**config.mk**
```make
export PLATFORM = sky130hd
export DESIGN_NAME = periodic_priority_task_scheduler_flat
export DESIGN_NICKNAME = d
export VERILOG_FILES = /design/src/pts_pkg.sv /design/src/pts_if.sv /design/src/pts_cell.sv /design/src/periodic_priority_task_scheduler.sv /design/src/flat_wrapper.sv
export SDC_FILE = /design/constraint.sdc
export NUM_CORES = 2
export LEC_CHECK = 0
export BUFFER_PORTS_ARGS = -buffer_cell sky130_fd_sc_hd__clkbuf_2
export CORE_MARGIN = 10
export CORE_UTILIZATION = 55
export DETAILED_ROUTE_END_ITERATION = 8
export PLACE_DENSITY = 0.73
export REMOVE_ABC_BUFFERS = 1
export SLEW_MARGIN = 20
export SYNTH_ARGS = -nofsm -noshare
export SYNTH_HDL_FRONTEND = slang
export SYNTH_SLANG_ARGS = --single-unit
```
**constraint.sdc**
```tcl
create_clock -name clk -period 172 [get_ports clk]
set_input_delay 8.6 -clock clk [delete_from_list [all_inputs] [get_ports clk]]
set_output_delay 8.6 -clock clk [all_outputs]
set_load 0.02 [all_outputs]
```
**src/pts_pkg.sv**
```systemverilog
// ----------------------------------------------------------------------------
// pts_pkg: shared types and constants of the periodic task scheduler
// Command codes, slot modes, slot, command and result records, and the slot tick function.
// ----------------------------------------------------------------------------
package pts_pkg;

    localparam int PRIORITY_LEVELS = 4;
    localparam int QUEUE_DEPTH     = 8;

    localparam logic [2:0] FUNC_TICK    = 3'd0;
    localparam logic [2:0] FUNC_CREATE  = 3'd1;
    localparam logic [2:0] FUNC_SUSPEND = 3'd2;
    localparam logic [2:0] FUNC_RESUME  = 3'd3;
    localparam logic [2:0] FUNC_KILL    = 3'd4;

    localparam logic [1:0] MODE_DORMANT   = 2'd0;
    localparam logic [1:0] MODE_WAITING   = 2'd1;
    localparam logic [1:0] MODE_READY     = 2'd2;
    localparam logic [1:0] MODE_SUSPENDED = 2'd3;

    typedef struct packed {
        logic [15:0] ident;
        logic [31:0] reload;
        logic [31:0] countdown;
        logic [31:0] delay;
        logic [1:0]  mode;
    } slot_t;

    typedef struct packed {
        logic [2:0]  func;
        logic [2:0]  priority_req;
        logic [15:0] task_id;
        logic [31:0] period;
        logic [31:0] initial_delay;
    } cmd_t;

    typedef struct packed {
        logic        kind;
        logic [15:0] task_out;
        logic [1:0]  prio_out;
        logic [2:0]  position;
        logic        status;
        logic        last;
    } result_t;

    // Advance one slot by one tick: delay, then period countdown.
    function automatic slot_t tick_slot(slot_t s);
        slot_t   r;
        logic [31:0] c;
        r = s;
        c = s.countdown;
        if (r.mode == MODE_DORMANT) begin
            if (r.delay == 32'd0)
                r.mode = MODE_WAITING;
            else
                r.delay = r.delay - 32'd1;
        end
        if (r.mode == MODE_WAITING) begin
            if (c == 32'd0 || c >= r.reload) begin
                r.mode = MODE_READY;
                c = r.reload;
            end
            r.countdown = c - 32'd1;
        end
        return r;
    endfunction

endpackage

```
**src/pts_if.sv**
```systemverilog
// ----------------------------------------------------------------------------
// pts_cmd_if / pts_res_if: valid-ready channels of the scheduler
// Command channel and result channel, each with source and sink modports.
// ----------------------------------------------------------------------------
interface pts_cmd_if;
    logic         valid;
    logic         ready;
    logic [2:0]   func;
    logic [2:0]   priority_req;
    logic [15:0]  task_id;
    logic [31:0]  period;
    logic [31:0]  initial_delay;
    modport source (output valid, func, priority_req, task_id, period, initial_delay,
                    input ready);
    modport sink (input valid, func, priority_req, task_id, period, initial_delay,
                  output ready);
endinterface

interface pts_res_if;
    logic         valid;
    logic         ready;
    logic         kind;
    logic [15:0]  task_out;
    logic [1:0]   prio_out;
    logic [2:0]   position;
    logic         status;
    logic         last;
    modport source (output valid, kind, task_out, prio_out, position, status, last,
                    input ready);
    modport sink (input valid, kind, task_out, prio_out, position, status, last,
                  output ready);
endinterface

```
**src/pts_cell.sv**
```systemverilog
// ----------------------------------------------------------------------------
// pts_cell: one slot of the rotating slot ring
// Holds one slot record. On each step it takes the slot held by its
// upstream neighbor; the tail cell takes the slot from the head stage.
// ----------------------------------------------------------------------------
module pts_cell (
    input  logic                 clk,
    input  logic                 shift,
    input  pts_pkg::slot_t       up_slot,
    output pts_pkg::slot_t       slot
);

    pts_pkg::slot_t slot_reg;
    pts_pkg::slot_t slot_next;

    always_comb
    begin
        slot_next = slot_reg;
        if (shift)
            slot_next = up_slot;
    end

    // slot payload has no reset value; queue counts gate every read
    always_ff @(posedge clk)
    begin
        slot_reg <= slot_next;
    end

    assign slot = slot_reg;

endmodule

```
**src/periodic_priority_task_scheduler.sv**
```systemverilog
// ----------------------------------------------------------------------------
// periodic_priority_task_scheduler: priority-queued periodic task dispatcher
// Slots live in a ring of cells that rotates one place per cycle, while a
// command runs, past a single head stage that ticks, matches, creates,
// removes or emits them; the ring waits while a held result has nowhere to
// go. A command's status transaction follows a full pass of the ring; tick
// results trail their slot by one ready slot. A new command is taken only
// once the last one is done. Reset clears the control state and queue
// counts; slot contents are not reset.
// ----------------------------------------------------------------------------
module periodic_priority_task_scheduler #(
    parameter int PRIORITY_LEVELS = pts_pkg::PRIORITY_LEVELS,
    parameter int QUEUE_DEPTH     = pts_pkg::QUEUE_DEPTH
) (
    input  logic      clk,
    input  logic      rst_n,
    pts_cmd_if.sink   cmd,
    pts_res_if.source res
);

    localparam int NSLOT = PRIORITY_LEVELS * QUEUE_DEPTH;
    localparam int PW    = (PRIORITY_LEVELS > 1) ? $clog2(PRIORITY_LEVELS) : 1;
    localparam int SW    = (QUEUE_DEPTH > 1) ? $clog2(QUEUE_DEPTH) : 1;
    localparam int CW    = $clog2(QUEUE_DEPTH + 1);
    localparam int NXT   = (NSLOT > 1) ? 1 : 0;

    localparam logic [1:0] ST_IDLE = 2'd0;
    localparam logic [1:0] ST_RUN  = 2'd1;
    localparam logic [1:0] ST_DONE = 2'd2;

    // Ring: cell 0 is the head; each step cell i takes cell i+1, the last
    // cell takes the processed head. After NSLOT steps order is restored.
    pts_pkg::slot_t ring [NSLOT];
    pts_pkg::slot_t head_new;
    logic           step;

    logic [1:0]     state_reg, state_next;
    pts_pkg::cmd_t  cmd_reg, cmd_next;
    logic [SW-1:0]  pos_reg, pos_next;          // position within queue
    logic [PW-1:0]  pq_reg, pq_next;            // queue of head slot
    logic [CW-1:0]  qcnt_reg [PRIORITY_LEVELS];
    logic [CW-1:0]  qcnt_next [PRIORITY_LEVELS];
    logic           found_reg, found_next;
    logic           removing_reg, removing_next; // kill: shifting later slots
    logic [SW-1:0]  fpos_reg, fpos_next;
    logic [PW-1:0]  fpq_reg, fpq_next;
    pts_pkg::result_t out_reg, out_next;
    logic           outv_reg, outv_next;
    pts_pkg::result_t hold_reg, hold_next;    // last ready result held back
    logic           holdv_reg, holdv_next;

    genvar gi;
    generate
        for (gi = 0; gi < NSLOT; gi++)
        begin : g_cell
            if (gi == NSLOT - 1)
            begin : g_tail
                pts_cell u_cell (
                    .clk     (clk),
                    .shift   (step),
                    .up_slot (head_new),
                    .slot    (ring[gi])
                );
            end
            else
            begin : g_body
                pts_cell u_cell (
                    .clk     (clk),
                    .shift   (step),
                    .up_slot (ring[gi + 1]),
                    .slot    (ring[gi])
                );
            end
        end
    endgenerate

    logic           in_use;
    logic           out_free;
    logic           stall;
    logic           last_pos;
    logic           last_step;
    logic           ok_prio;
    logic           cre_here;
    logic           hit;
    pts_pkg::slot_t hs, nx, ts;
    logic [PW-1:0]  cp;

    assign cp        = cmd_reg.priority_req[PW-1:0];
    assign out_free  = !outv_reg || res.ready;
    // ring waits only while a held result has nowhere to go
    assign stall     = holdv_reg && !out_free;
    assign in_use    = (CW'(pos_reg) < qcnt_reg[pq_reg]);
    assign last_pos  = (pos_reg == SW'(QUEUE_DEPTH - 1));
    assign last_step = last_pos && (pq_reg == PW'(PRIORITY_LEVELS - 1));
    assign ok_prio   = ({1'b0, cmd_reg.priority_req} < 4'(PRIORITY_LEVELS));
    assign cre_here  = ok_prio && (pq_reg == cp) &&
                       (CW'(pos_reg) == qcnt_reg[pq_reg]) && !found_reg;
    assign hs        = ring[0];
    assign nx        = ring[NXT];
    assign hit       = in_use && !found_reg && (hs.ident == cmd_reg.task_id);
    assign ts        = pts_pkg::tick_slot(hs);
    assign cmd.ready = (state_reg == ST_IDLE);
    assign res.valid = outv_reg;
    assign res.kind     = out_reg.kind;
    assign res.task_out = out_reg.task_out;
    assign res.prio_out = out_reg.prio_out;
    assign res.position = out_reg.position;
    assign res.status   = out_reg.status;
    assign res.last     = out_reg.last;

    always_comb
    begin
        state_next    = state_reg;
        cmd_next      = cmd_reg;
        pos_next      = pos_reg;
        pq_next       = pq_reg;
        qcnt_next     = qcnt_reg;
        found_next    = found_reg;
        removing_next = removing_reg;
        fpos_next     = fpos_reg;
        fpq_next      = fpq_reg;
        out_next      = out_reg;
        outv_next     = outv_reg && !res.ready;
        hold_next     = hold_reg;
        holdv_next    = holdv_reg;
        head_new      = hs;
        step          = 1'b0;
        case (state_reg)
            ST_IDLE:
            begin
                if (cmd.valid)
                begin
                    cmd_next.func          = cmd.func;
                    cmd_next.priority_req  = cmd.priority_req;
                    cmd_next.task_id       = cmd.task_id;
                    cmd_next.period        = cmd.period;
                    cmd_next.initial_delay = cmd.initial_delay;
                    pos_next      = '0;
                    pq_next       = '0;
                    found_next    = 1'b0;
                    removing_next = 1'b0;
                    holdv_next    = 1'b0;
                    state_next    = ST_RUN;
                end
            end
            ST_RUN:
            begin
                if (!stall)
                begin
                    step = 1'b1;
                    case (cmd_reg.func)
                        pts_pkg::FUNC_TICK:
                        begin
                            if (in_use)
                            begin
                                head_new = ts;
                                if (ts.mode == pts_pkg::MODE_READY)
                                begin
                                    head_new.mode = pts_pkg::MODE_WAITING;
                                    if (holdv_reg)
                                    begin
                                        out_next  = hold_reg;
                                        outv_next = 1'b1;
                                    end
                                    hold_next.kind     = 1'b0;
                                    hold_next.task_out = hs.ident;
                                    hold_next.prio_out = 2'(pq_reg);
                                    hold_next.position = 3'(pos_reg);
                                    hold_next.status   = 1'b0;
                                    hold_next.last     = 1'b0;
                                    holdv_next         = 1'b1;
                                end
                            end
                        end
                        pts_pkg::FUNC_CREATE:
                        begin
                            if (cre_here)
                            begin
                                head_new.ident     = cmd_reg.task_id;
                                head_new.reload    = cmd_reg.period;
                                head_new.countdown = cmd_reg.period;
                                head_new.delay     = cmd_reg.initial_delay;
                                head_new.mode      = pts_pkg::MODE_DORMANT;
                                found_next = 1'b1;
                                fpos_next  = pos_reg;
                                fpq_next   = pq_reg;
                                qcnt_next[pq_reg] = qcnt_reg[pq_reg] + CW'(1);
                            end
                        end
                        pts_pkg::FUNC_SUSPEND, pts_pkg::FUNC_RESUME, pts_pkg::FUNC_KILL:
                        begin
                            // after a kill, each later slot of that queue
                            // takes its successor, closing the gap
                            if (removing_reg && (pq_reg == fpq_reg))
                                head_new = nx;
                            if (hit)
                            begin
                                found_next = 1'b1;
                                fpos_next  = pos_reg;
                                fpq_next   = pq_reg;
                                if (cmd_reg.func == pts_pkg::FUNC_SUSPEND)
                                    head_new.mode = pts_pkg::MODE_SUSPENDED;
                                else if (cmd_reg.func == pts_pkg::FUNC_RESUME)
                                    head_new.mode = pts_pkg::MODE_READY;
                                else
                                begin
                                    head_new      = nx;
                                    removing_next = 1'b1;
                                    qcnt_next[pq_reg] = qcnt_reg[pq_reg] - CW'(1);
                                end
                            end
                        end
                        default:
                        begin
                        end
                    endcase
                    if (last_pos)
                    begin
                        pos_next = '0;
                        pq_next  = pq_reg + PW'(1);
                    end
                    else
                        pos_next = pos_reg + SW'(1);
                    if (last_step)
                        state_next = ST_DONE;
                end
            end
            ST_DONE:
            begin
                if (out_free)
                begin
                    if (cmd_reg.func == pts_pkg::FUNC_TICK)
                    begin
                        if (holdv_reg)
                        begin
                            out_next      = hold_reg;
                            out_next.last = 1'b1;
                            outv_next     = 1'b1;
                            holdv_next    = 1'b0;
                        end
                    end
                    else
                    begin
                        out_next.kind     = 1'b1;
                        out_next.task_out = cmd_reg.task_id;
                        out_next.last     = 1'b1;
                        if (found_reg)
                        begin
                            out_next.prio_out = 2'(fpq_reg);
                            out_next.position = 3'(fpos_reg);
                            out_next.status   = 1'b0;
                        end
                        else
                        begin
                            out_next.prio_out = '0;
                            out_next.position = '0;
                            out_next.status   = 1'b1;
                        end
                        outv_next = 1'b1;
                    end
                    removing_next = 1'b0;
                    state_next    = ST_IDLE;
                end
            end
            default:
                state_next = ST_IDLE;
        endcase
    end

    always_ff @(posedge clk or negedge rst_n)
    begin
        if (!rst_n)
        begin
            state_reg    <= ST_IDLE;
            outv_reg     <= 1'b0;
            holdv_reg    <= 1'b0;
            found_reg    <= 1'b0;
            removing_reg <= 1'b0;
            for (int i = 0; i < PRIORITY_LEVELS; i++)
                qcnt_reg[i] <= '0;
        end
        else
        begin
            state_reg    <= state_next;
            outv_reg     <= outv_next;
            holdv_reg    <= holdv_next;
            found_reg    <= found_next;
            removing_reg <= removing_next;
            qcnt_reg     <= qcnt_next;
        end
    end

    always_ff @(posedge clk)
    begin
        cmd_reg  <= cmd_next;
        pos_reg  <= pos_next;
        pq_reg   <= pq_next;
        fpos_reg <= fpos_next;
        fpq_reg  <= fpq_next;
        out_reg  <= out_next;
        hold_reg <= hold_next;
    end

    assert property (@(posedge clk) disable iff (!rst_n)
        (cmd.valid && cmd.ready) |=> (state_reg == ST_RUN))
        else $error("command not started");
    assert property (@(posedge clk) disable iff (!rst_n)
        (state_reg == ST_IDLE) |-> !holdv_reg)
        else $error("held result left at idle");
    assert property (@(posedge clk) disable iff (!rst_n)
        (outv_reg && !res.ready) |=> $stable(out_reg))
        else $error("result changed while stalled");
    assert property (@(posedge clk) disable iff (!rst_n)
        (outv_reg && !res.ready) |=> outv_reg)
        else $error("result dropped while stalled");

endmodule

```
**src/flat_wrapper.sv**
```systemverilog
// flat-port wrapper written by rule: the top's interface ports become plain ports
module periodic_priority_task_scheduler_flat 
#(
    parameter int PRIORITY_LEVELS = pts_pkg::PRIORITY_LEVELS,
    parameter int QUEUE_DEPTH     = pts_pkg::QUEUE_DEPTH
)
  (clk, rst_n, cmd_valid, cmd_func, cmd_priority_req, cmd_task_id, cmd_period, cmd_initial_delay, cmd_ready, res_valid, res_kind, res_task_out, res_prio_out, res_position, res_status, res_last, res_ready);
  pts_cmd_if cmd_i ();
  pts_res_if res_i ();
  input  logic clk;
  input  logic rst_n;
  input wire logic [$bits(cmd_i.valid)-1:0] cmd_valid;
  input wire logic [$bits(cmd_i.func)-1:0] cmd_func;
  input wire logic [$bits(cmd_i.priority_req)-1:0] cmd_priority_req;
  input wire logic [$bits(cmd_i.task_id)-1:0] cmd_task_id;
  input wire logic [$bits(cmd_i.period)-1:0] cmd_period;
  input wire logic [$bits(cmd_i.initial_delay)-1:0] cmd_initial_delay;
  output wire logic [$bits(cmd_i.ready)-1:0] cmd_ready;
  output wire logic [$bits(res_i.valid)-1:0] res_valid;
  output wire logic [$bits(res_i.kind)-1:0] res_kind;
  output wire logic [$bits(res_i.task_out)-1:0] res_task_out;
  output wire logic [$bits(res_i.prio_out)-1:0] res_prio_out;
  output wire logic [$bits(res_i.position)-1:0] res_position;
  output wire logic [$bits(res_i.status)-1:0] res_status;
  output wire logic [$bits(res_i.last)-1:0] res_last;
  input wire logic [$bits(res_i.ready)-1:0] res_ready;
  assign cmd_i.valid = cmd_valid;
  assign cmd_i.func = cmd_func;
  assign cmd_i.priority_req = cmd_priority_req;
  assign cmd_i.task_id = cmd_task_id;
  assign cmd_i.period = cmd_period;
  assign cmd_i.initial_delay = cmd_initial_delay;
  assign cmd_ready = cmd_i.ready;
  assign res_valid = res_i.valid;
  assign res_kind = res_i.kind;
  assign res_task_out = res_i.task_out;
  assign res_prio_out = res_i.prio_out;
  assign res_position = res_i.position;
  assign res_status = res_i.status;
  assign res_last = res_i.last;
  assign res_i.ready = res_ready;
  periodic_priority_task_scheduler #(.PRIORITY_LEVELS(PRIORITY_LEVELS), .QUEUE_DEPTH(QUEUE_DEPTH)) u_core (.clk(clk), .rst_n(rst_n), .cmd(cmd_i), .res(res_i));
endmodule
```
==> out/results.txt <==
Initial antenna violation count: 12
DR WL/cell: 24.3 µm
FF+latch count, synth: 3,811
Clock sinks: 3,811
Yosys top cell by area: edfxtp_1
Share of cells above drive strength 1: 13.2%
# Post-CTS Setup Buffers: 0
Synth async-reset ratio: 0.577%
Synth area leaders: edfxtp_1 (93%), ha_1 (0.51%), dfrtp_1 (0.45%)
Max reg flops: 3,534
Most frequent cells in the layout: edfxtp_1 (3,789), clkbuf_16 (362), clkbuf_2 (115)
Worst Path Class, Setup: in -> reg
DR DRC count: 0
Total grt overflow: 0
Vias in the first global route: 48.4k
Nets: 5,544
Post-route cell area: 138,000 µm²
First-pass GRT wire length: 312 mm
Status: finished clean
Core Rows: 172
Register area share after synthesis: 93.9%
EDFF count, synth: 3,789
Max VDD drop: 0.0181 mV
CTS tree: done
Drt via density: 5.68
F_max: 0.0765 GHz
Commonest non-fill, non-tap cell in the layout: edfxtp_1
Clock buffer depth: 4
Routed WL: 210 mm
Worst slew pin tran: 1.15 ns
Total GRT Usage: 17.0%
Yosys Warn Count: 0
Lkg Pwr: 0.0458 µW
Setup TNS Final: 0 ns
Mapped Area: 122,000 µm²
Hold Crit Class: reg -> reg
Slew margin rel.: 23.5%
Port buffer count: 115
Number of max-cap violations: 0
Worst hold slack: 0.379 ns
Crit end category: flop
PostCTS Resize Cnt: 0
Die height: 490 µm
Die area: 241,000 µm²
RSZ-0062 raised after global routing: false
Clock Root Buffer: clkbuf_16
Fin crit share: 7.60%
Worst Path Arrival: 13.62 ns
Synth unique cells: 80
Setup-failing EPs final: 0
Cell Area, Placed: 126,000 µm²
Syn Area/Cell: 24.6 µm²
Total power: 2940 µW
Initial DRT Pass Iterations: 9
Via Count: 48.9k
Fill cell count: 14.0k
Post-layout minimum cycle time: 13.08 ns
Synth Flop Type: edfxtp_1
Final core occ: 62.6%
Power Density: 21.3 nW/µm²
HPWL after detailed placement: 99.9 mm
Skew final: 0.0886 ns
Initial drt markers: 6,042
P&R area growth vs syn: 13.1%
CTS buffer count: 357
Initial Utilization: 55.4%
Antenna-violating nets left: 0
Reg clk slew, reported paths: 0.06 ns
Final GP Congestion: 0.876
Die width: 490 µm
Synth Instances: 4,945
Core outline area: 220,000 µm²
Hold_buf cts: 0
I/O pin cnt: 116
Clock Latency Late Sink: 0.96 ns
H-Tree Depth: 5
Pin count of the biggest net entering global routing: 224
CP max FO: 206
Top-area cell type share of the netlist area: 93.5%
Required time worst endpoint: 172.54 ns
Slew Limit Fails: 0
CP startpoint kind: input pin
Final hold viol count: 0
## power breakdown
group / total (µW) / internal [µW] / switching, µW
Clock: 770 / 442 / 329
Combinational: 291 / 53.8 / 237
Sequential: 1880 / 1690 / 191
Total: 2940 / 2180 / 756
## critical path: stages
cell      delay, ns
clkbuf_2       0.07
nand2b_1       0.21
o21ai_2        0.08
buf_4          0.23
clkinv_8       0.55
buf_4          0.91
buf_12         0.72
buf_12         0.83
buf_12         0.40
buf_16         0.58
## stage by stage
| stage | setup WS [ns] | cells |
|---|---|---|
| after detailed placement | 157.60 | 7999 |
| after floorplan | 79.21 | 4862 |
| after global routing | 158.49 | 8621 |
| after CTS | 158.71 | 8616 |
| final | 158.92 | 8624 |
| after global placement | 157.86 | 7999 |
## synthesized netlist by cell type, drive strengths merged (8+ instances only)
library cell,count
xor2,18
a22o,13
mux2,35
mux2i,22
a31oi,9
ha,50
a22oi,16
o31ai,9
dfrtp,22
inv,99
or4,12
a221oi,31
o21a,8
a21oi,44
a211oi,9
edfxtp,3789
or2,8
o2bb2ai,15
buf,13
nor3,55
a221o,14
o311ai,10
clkbuf,70
nor2,102
nand2,85
nor4,31
a222oi,54
or3,15
o21ai,92
nand4,19
nand3,28
xnor2,37
## cell families (layout without fill, tap and decap cells)
kind of cell | after synthesis | after routing | synth area share, %
fa+ha+maj | 50 | 50 | 0.514
buf+inv | 182 | 899 | 0.585
xor+xnor | 55 | 55 | 0.396
flops | 3811 | 3811 | 93.9
compound gates | 389 | 389 | 2.38
other cells | 0 | 4 | 0
simple gates | 398 | 398 | 1.66
mux | 60 | 60 | 0.560
## worst paths after layout
path | from | cells after the start | to | slack [ns]
min in group asynchronous | rst_n | 1 | u_core.res.valid | 7.63
hold reg to reg | u_core.g_cell[18].g_body.u_cell.slot[33] | 0 | u_core.g_cell[17].g_body.u_cell.slot[33] | 0.38
max in group asynchronous | rst_n | 1 | u_core.qcnt_reg[13] | 163.98
hold / removal | u_core.g_cell[18].g_body.u_cell.slot[33] | 0 | u_core.g_cell[17].g_body.u_cell.slot[33] | 0.38
setup reg to reg | u_core.g_cell[0].g_body.u_cell.slot[55] | 15 | u_core.g_cell[31].g_tail.u_cell.slot[62] | 165.39
setup / recovery | res_ready | 10 | u_core.g_cell[15].g_body.u_cell.slot[85] | 158.92
## final cells by class
type	count	area [µm²]	area share (%)
multi-input cells	952	6800	4.93
well taps	2958	3700	2.69
diodes	4	10.0	0.00727
repair buffers	183	1280	0.932
clock buffers	435	9350	6.79
flip-flops and latches	3811	114000	83.0
inverters	99	384	0.279
clock inverters	182	1860	1.35
## routing by layer
layer	up-vias	wire, µm	global-route usage [%]
met2	2285	97800	25.5
met3	509	15300	3.43
li1	20994	-	-
met5	-	0	0
met1	25158	90200	25.3
met4	0	6650	5.73
(Power assumes the default switching activity.)
